### src/rtl/emkv_pkg.sv
// Shared types and constants of the exact-match key/value table.
package emkv_pkg;

    // Width of the value carried on the ports and along the cell chain.
    localparam int VAL_W = 64;
    localparam int KEY_W = 64;

    // Widths of the configuration registers and the result count.
    localparam int KEY_WORDS_W   = 2;
    localparam int VALUE_BYTES_W = 4;
    localparam int LIMIT_W       = 7;
    localparam int COUNT_OUT_W   = 7;
    localparam int CFG_DATA_W    = 7;
    localparam int CFG_INDEX_W   = 2;
    localparam int STATUS_W      = 2;

    // Register indexes of the configuration port.
    localparam logic [CFG_INDEX_W-1:0] CFG_KEY_WORDS   = 2'd0;
    localparam logic [CFG_INDEX_W-1:0] CFG_VALUE_BYTES = 2'd1;
    localparam logic [CFG_INDEX_W-1:0] CFG_ENTRY_LIMIT = 2'd2;

    // Reset values of the configuration registers.
    localparam logic [KEY_WORDS_W-1:0]   KEY_WORDS_RST   = 2'd2;
    localparam logic [VALUE_BYTES_W-1:0] VALUE_BYTES_RST = 4'd8;
    localparam logic [LIMIT_W-1:0]       ENTRY_LIMIT_RST = 7'd64;

    // Result status codes.
    localparam logic [STATUS_W-1:0] STATUS_OK          = 2'd0;
    localparam logic [STATUS_W-1:0] STATUS_NO_ENTRY    = 2'd1;
    localparam logic [STATUS_W-1:0] STATUS_NO_RESOURCE = 2'd2;

    // Default sizes of the table.
    localparam int DEF_ENTRIES    = 64;
    localparam int DEF_KEY_BITS   = 64;
    localparam int DEF_VALUE_BITS = 64;

    // Operation of one request.
    typedef enum logic [1:0] {
        KIND_GET    = 2'd0,
        KIND_ADD    = 2'd1,
        KIND_REMOVE = 2'd2,
        KIND_ERASE  = 2'd3
    } emkv_kind_t;

    // Token that walks down the chain, one cell per cycle.
    typedef struct packed {
        logic             act;
        logic             hit;
        logic             resv;
        logic [VAL_W-1:0] value;
    } emkv_tok_t;

    // Control broadcast from the sequencer to every cell.
    typedef struct packed {
        emkv_kind_t kind;
        logic       finish;
        logic       commit;
        logic       clear_all;
    } emkv_ctl_t;

endpackage

### src/rtl/emkv_cell.sv
// One table entry: valid mark, key and value, plus the token stage of the chain.
module emkv_cell
    import emkv_pkg::*;
#(
    parameter int KEY_BITS   = DEF_KEY_BITS,
    parameter int VALUE_BITS = DEF_VALUE_BITS
)
(
    input  logic                  clk,
    input  logic                  rst_n,
    input  emkv_ctl_t             ctl,
    input  logic [KEY_BITS-1:0]   req_key,
    input  logic [VALUE_BITS-1:0] req_value,
    input  logic [KEY_BITS-1:0]   cmp_mask,
    input  logic [VALUE_BITS-1:0] val_mask,
    input  emkv_tok_t             tok_in,
    output emkv_tok_t             tok_out
);

    logic                  valid_reg;
    logic                  valid_next;
    logic                  resv_reg;
    logic                  resv_next;
    logic [KEY_BITS-1:0]   key_reg;
    logic [VALUE_BITS-1:0] value_reg;
    emkv_tok_t             tok_reg;
    emkv_tok_t             tok_next;
    logic                  match;
    logic                  take;
    logic                  claim;

    always_comb
    begin
        match = valid_reg && (((key_reg ^ req_key) & cmp_mask) == '0);
        // The first matching cell serves the request; later matches see hit set.
        take  = tok_in.act && !tok_in.hit && match;
        // The first free cell reserves itself for a possible insert.
        claim = tok_in.act && !tok_in.resv && !valid_reg && (ctl.kind == KIND_ADD);

        tok_next = tok_in;
        if (take)
        begin
            tok_next.hit = 1'b1;
            if (ctl.kind == KIND_GET)
            begin
                tok_next.value = VAL_W'(value_reg & val_mask);
            end
        end
        if (claim)
        begin
            tok_next.resv = 1'b1;
        end

        priority if (ctl.clear_all)
        begin
            valid_next = 1'b0;
        end
        else if (ctl.commit && resv_reg)
        begin
            valid_next = 1'b1;
        end
        else if (take && (ctl.kind == KIND_REMOVE))
        begin
            valid_next = 1'b0;
        end
        else
        begin
            valid_next = valid_reg;
        end

        priority if (ctl.finish)
        begin
            resv_next = 1'b0;
        end
        else if (claim)
        begin
            resv_next = 1'b1;
        end
        else
        begin
            resv_next = resv_reg;
        end
    end

    always_ff @(posedge clk or negedge rst_n)
    begin
        if (!rst_n)
        begin
            valid_reg <= 1'b0;
            resv_reg  <= 1'b0;
            tok_reg   <= '0;
        end
        else
        begin
            valid_reg <= valid_next;
            resv_reg  <= resv_next;
            tok_reg   <= tok_next;
        end
    end

    // Entry payload: written when a free cell reserves itself; an add hit merges value bytes.
    always_ff @(posedge clk)
    begin
        if (claim)
        begin
            key_reg   <= req_key;
            value_reg <= req_value & val_mask;
        end
        else if (take && (ctl.kind == KIND_ADD))
        begin
            value_reg <= (value_reg & ~val_mask) | (req_value & val_mask);
        end
    end

    assign tok_out = tok_reg;

endmodule
### config.mk
export PLATFORM = sky130hd
export DESIGN_NAME = emkv_cell
export DESIGN_NICKNAME = d
export VERILOG_FILES = /design/src/rtl/emkv_pkg.sv /design/src/rtl/emkv_cell.sv
export SDC_FILE = /design/constraint.sdc
export NUM_CORES = 1
export LEC_CHECK = 0
export ABC_AREA = 1
export BUFFER_PORTS_ARGS = -buffer_cell sky130_fd_sc_hd__clkbuf_2
export CORE_MARGIN = 10
export CORE_UTILIZATION = 38
export DETAILED_ROUTE_END_ITERATION = 8
export GPL_ROUTABILITY_DRIVEN = 0
export PLACE_DENSITY = 0.65
export SLEW_MARGIN = 20
export SYNTH_ARGS = -nofsm -noshare
export SYNTH_HDL_FRONTEND = slang
export SYNTH_SLANG_ARGS = --single-unit
### constraint.sdc
create_clock -name clk -period 9.01 [get_ports clk]
set_input_delay 0.901 -clock clk [delete_from_list [all_inputs] [get_ports clk]]
set_output_delay 0.901 -clock clk [all_outputs]
set_load 0.05 [all_outputs]
; ---- Word-level counts from Yosys, hierarchy flattened
; Cells that the tools add are included.
[word_totals]
output_inout_bits = 67
in_bits = 330
wordCells = 45
ff_bits = 197
[classes]
reduce_logical = 17
bitwise_logic = 7
n_eq_ne = 2
mux = 11
[op_table]
columns = op, count
row1 = 64-bit AND, 4
row2 = 64-bit two-way mux, 4
row3 = 64-bit logical NOT, 1
row4 = 64-bit inverter, 1
row5 = 64-bit OR, 1
row6 = 64-bit bitwise XOR, 1
row7 = 1-bit logical AND, 9
row8 = 1-bit two-way mux, 7
row9 = 2-bit nonzero test, 2
row10 = 1-bit logical NOT, 3
row11 = 3-bit nonzero test, 1
row12 = "2-bit by 1-bit == test with 1-bit output, second input constant", 1
row13 = "2-bit == test, second input constant", 1
row14 = 2-bit logical NOT, 1

; ---- Longest topological paths before layout
[depth]
depth_word = 9
depth_mapped = 14
mapped_depth_nobuf = 13

; ---- Least setup slack after synthesis
; OpenSTA, ideal clock, no wires.
[synth_path]
kind = input port to flip-flop
startpoint = input ctl[4] (netlist bit)
endpoint = register (tool-made name)
path_slack_ps = 293
t_arrival_ps = 8424
path_buffers = 1
path_stages = 6
setup_ps = 294
required_time_ps = 8716
path_cell_list = inv_1 > nand2_1 > nor4_1 > inv_2 > clkbuf_1 > nand2_1
[synth_rtl]
columns = item, line
row1 = "start, declared", emkv_cell.sv:11  ; input emkv_ctl_t ctl,

==> flow_metrics.env <==
export IMPL_num_rows=58
export IMPL_clkLatencyLatePin_ns=0.45
export IMPL_period_minus_slack_ns=3.52
export IMPL_ant_nets=0
export IMPL_drive_gt1_share_pct=27.9
export IMPL_start_util_pct=38.9
export IMPL_dr_pass1_iters=5
export IMPL_synth_edf_count=128
export IMPL_io_pins=397
export IMPL_dpl_cell_area_um2=12100
export IMPL_area_delta_synth_final_pct=28.7
export IMPL_ys_types=28
export IMPL_cts_max_level=4
export IMPL_cp_slowest_stage_delay_ns=0.59
export IMPL_syn_inst=1205
export IMPL_numCtsBuffers=17
export IMPL_ys_warn_count=0
export IMPL_clockBufferDepth=2
export IMPL_switchingPower_uw=605
export IMPL_crit_chain="clkbuf_2 -> or2_0 -> nand3_1 -> o2111ai_1 -> nor2_1 -> nand2_1 -> nor2_4 -> buf_4 -> nand3_2 -> buf_4 -> nand2_1 -> nand2_1"
export IMPL_clkPwrFrac_pct=38.2
export IMPL_outcome="finished clean"
export IMPL_met2_length_um=17300
export IMPL_io_buffers=396
export IMPL_clock_skew_ns=0.0250
export IMPL_final_common_cell="nand2_1"
export IMPL_die_w_um=181
export IMPL_cpMostUsedCell="nand2_1"
export IMPL_layout_nets=1917
export IMPL_p_int_mw=1.48
export IMPL_ir_drop_uv=125
export IMPL_cp_required_ns=9.34
export IMPL_grt_max_degree=70
export IMPL_drt_wl_total_um=34000
export IMPL_holdBufCountCts=0
export IMPL_sw_frac_of_total_pct=29.0
export IMPL_setup_violations_final=0
export IMPL_highest_layer="met5"
export IMPL_grt_setup_unrepaired="false"
export IMPL_cp_max_fo=65
export IMPL_slowest_stage="nand3_2"
export IMPL_cts_sinks=197
export IMPL_first_iter_violations=589
export IMPL_worst_slew_pin_transition_ns=1.03
export IMPL_synthTopCellsByArea="edfxtp_1 39%, nand2_1 21%, dfrtp_1 18%"
export IMPL_cts_root_buf="clkbuf_16"
export IMPL_dieArea_um2=32800
export IMPL_fin_util_pct=50.1
export IMPL_slew_viol_final=0
export IMPL_leakagePower_nw=7.31
export IMPL_syn_mean_instance_area_um2=8.18
export IMPL_synth_top_area_cell="edfxtp_1"
export IMPL_end_kind="flop"
export IMPL_final_cell_area_um2=12700
export IMPL_wl_met1_um=13300
export IMPL_path_buf_inv=3
export IMPL_fmax_ghz=0.284
export IMPL_synth_seq_area_share_pct=56.5
export IMPL_final_cell_mix="539 x nand2_1, 395 x clkbuf_2, 214 x inv_1"
export IMPL_grt_pass1_wl_um=51900
export IMPL_drc_errors=0
export IMPL_hold_path_class="flop to flop"
export IMPL_pwr_share_seq_pct=48.4
export IMPL_tns_ns=0
export IMPL_cap_violations=0
export IMPL_met3_wirelength_um=2500
export IMPL_power_density_nw_per_um2=164
export IMPL_grtUsageTotal_pct=20.0
export IMPL_dp_hpwl_um=26500
export IMPL_critical_path_class="input port to flop"
export IMPL_core_area_um2=25300
export IMPL_final_hold_viol_count=0
export IMPL_hold_depth=2
export IMPL_ys_ff_latch=197
export IMPL_async_reset_ff_share_pct=35.0
export IMPL_arrival_ns=3.85
export IMPL_via_count=9111
export IMPL_synth_ff_type="edfxtp_1"
export IMPL_worst_slew_margin_rel_pct=31.3
export IMPL_first_global_vias=9190
export IMPL_cts_tree="built"
export IMPL_cts_setup_buffers=0
export IMPL_post_cts_resized=0
export IMPL_clkSlewWorstSetupHoldPaths_ns=0.08
export IMPL_routedWlPerCell_um=17.6
export IMPL_startpoint_type="input port"
export IMPL_die_y_um=181
export IMPL_grt_overflow=0
export IMPL_grt_antenna_before_repair=4
export IMPL_path_delay_family="simple AND/OR/NAND/NOR gates"
export IMPL_r2r_cells=11
export IMPL_yosys_area_top_type_share_pct=39.0
export IMPL_viasPerCell=4.71
export IMPL_cp_depth=12
export IMPL_post_route_period_util_pct=39.1
export IMPL_synth_area_um2=9860
export IMPL_combPwrFrac_pct=13.3
export IMPL_synth_nets=1535
power groups by stage:
stage	sequential [mW]	combinational, mW	clock, mW
final	1.01	0.278	0.798
after floorplan	1.09	0.0846	0
after global routing	1.01	0.308	0.849
after global placement	1.03	0.274	0
after CTS	1.01	0.281	0.816
after detailed placement	1.03	0.279	0
Yosys cell counts (3+ instances only):
master    count
buf_4         7
edfxtp_1    128
nand3_1      52
or2_2         3
dfrtp_1      69
inv_1       214
nor3b_1       3
o21ai_0       3
nand4_1      76
buf_6        12
nand2_1     539
clkbuf_1      8
nor2_1       54
buf_2        12
nand3b_1      4
xor2_1        4
or2_0         6
worst min-delay path: stages, from the launching register on:
cell,delay (ns)
dfrtp_1,0.37
nor2_1,0.05
nor2_1,0.08
per-layer routing:
metal | up-vias | track usage (%)
li1 | 4519 | -
met1 | 4202 | 22.8
met2 | 347 | 35.2
met3 | 41 | 6.09
met4 | 2 | 6.12
met5 | - | 0
stage by stage:
step | setup WS (ns) | instances | power [mW] | hold WS (ns)
4_1_cts | 5.53 | 1930 | 2.11 | 0.532
6_report | 5.49 | 1933 | 2.09 | 0.532
2_1_floorplan | 0.293 | 1205 | 1.17 | 0.466
3_5_place_dp | 5.05 | 1898 | 1.31 | 0.513
3_3_place_gp | 5.17 | 1898 | 1.30 | 0.508
5_1_grt | 5.27 | 1933 | 2.17 | 0.582
logic make-up (layout without fill, tap and decap cells):
group / after synthesis / after routing / synth area share (%)
AND/OR/NAND/NOR: 744 / 744 / 31.8
buffers and inverters: 254 / 649 / 11.0
XOR/XNOR: 4 / 4 / 0.355
flip-flops: 197 / 197 / 56.5
other: 0 / 3 / 0
AO/OA/AOI/OAI: 6 / 6 / 0.368
final cells by class:
| class | count | area [µm²] |
|---|---|---|
| antenna | 3 | 7.51 |
| clock buffer | 17 | 425 |
| clock inverter | 15 | 204 |
| fill | 2503 | 12600 |
| inverter | 215 | 807 |
| multi-input combinational | 754 | 3240 |
| sequential | 197 | 5570 |
| tap | 330 | 413 |
| timing repair buffer | 402 | 2030 |
path summary, 6_finish.rpt:
check / start / to / slack, ns
worst max-delay path: req_key[46] / tok_out[29] / 5.49
worst min-delay path: resv_reg / resv_reg / 0.53
worst max register to register: key_reg[46] / tok_out[29] / 5.65
worst min register to register: resv_reg / resv_reg / 0.53
max in group asynchronous: rst_n / tok_out[65] / 7.78
min in group asynchronous: rst_n / tok_out[52] / 0.58
No activity file was read; power rests on OpenSTA's default activity.
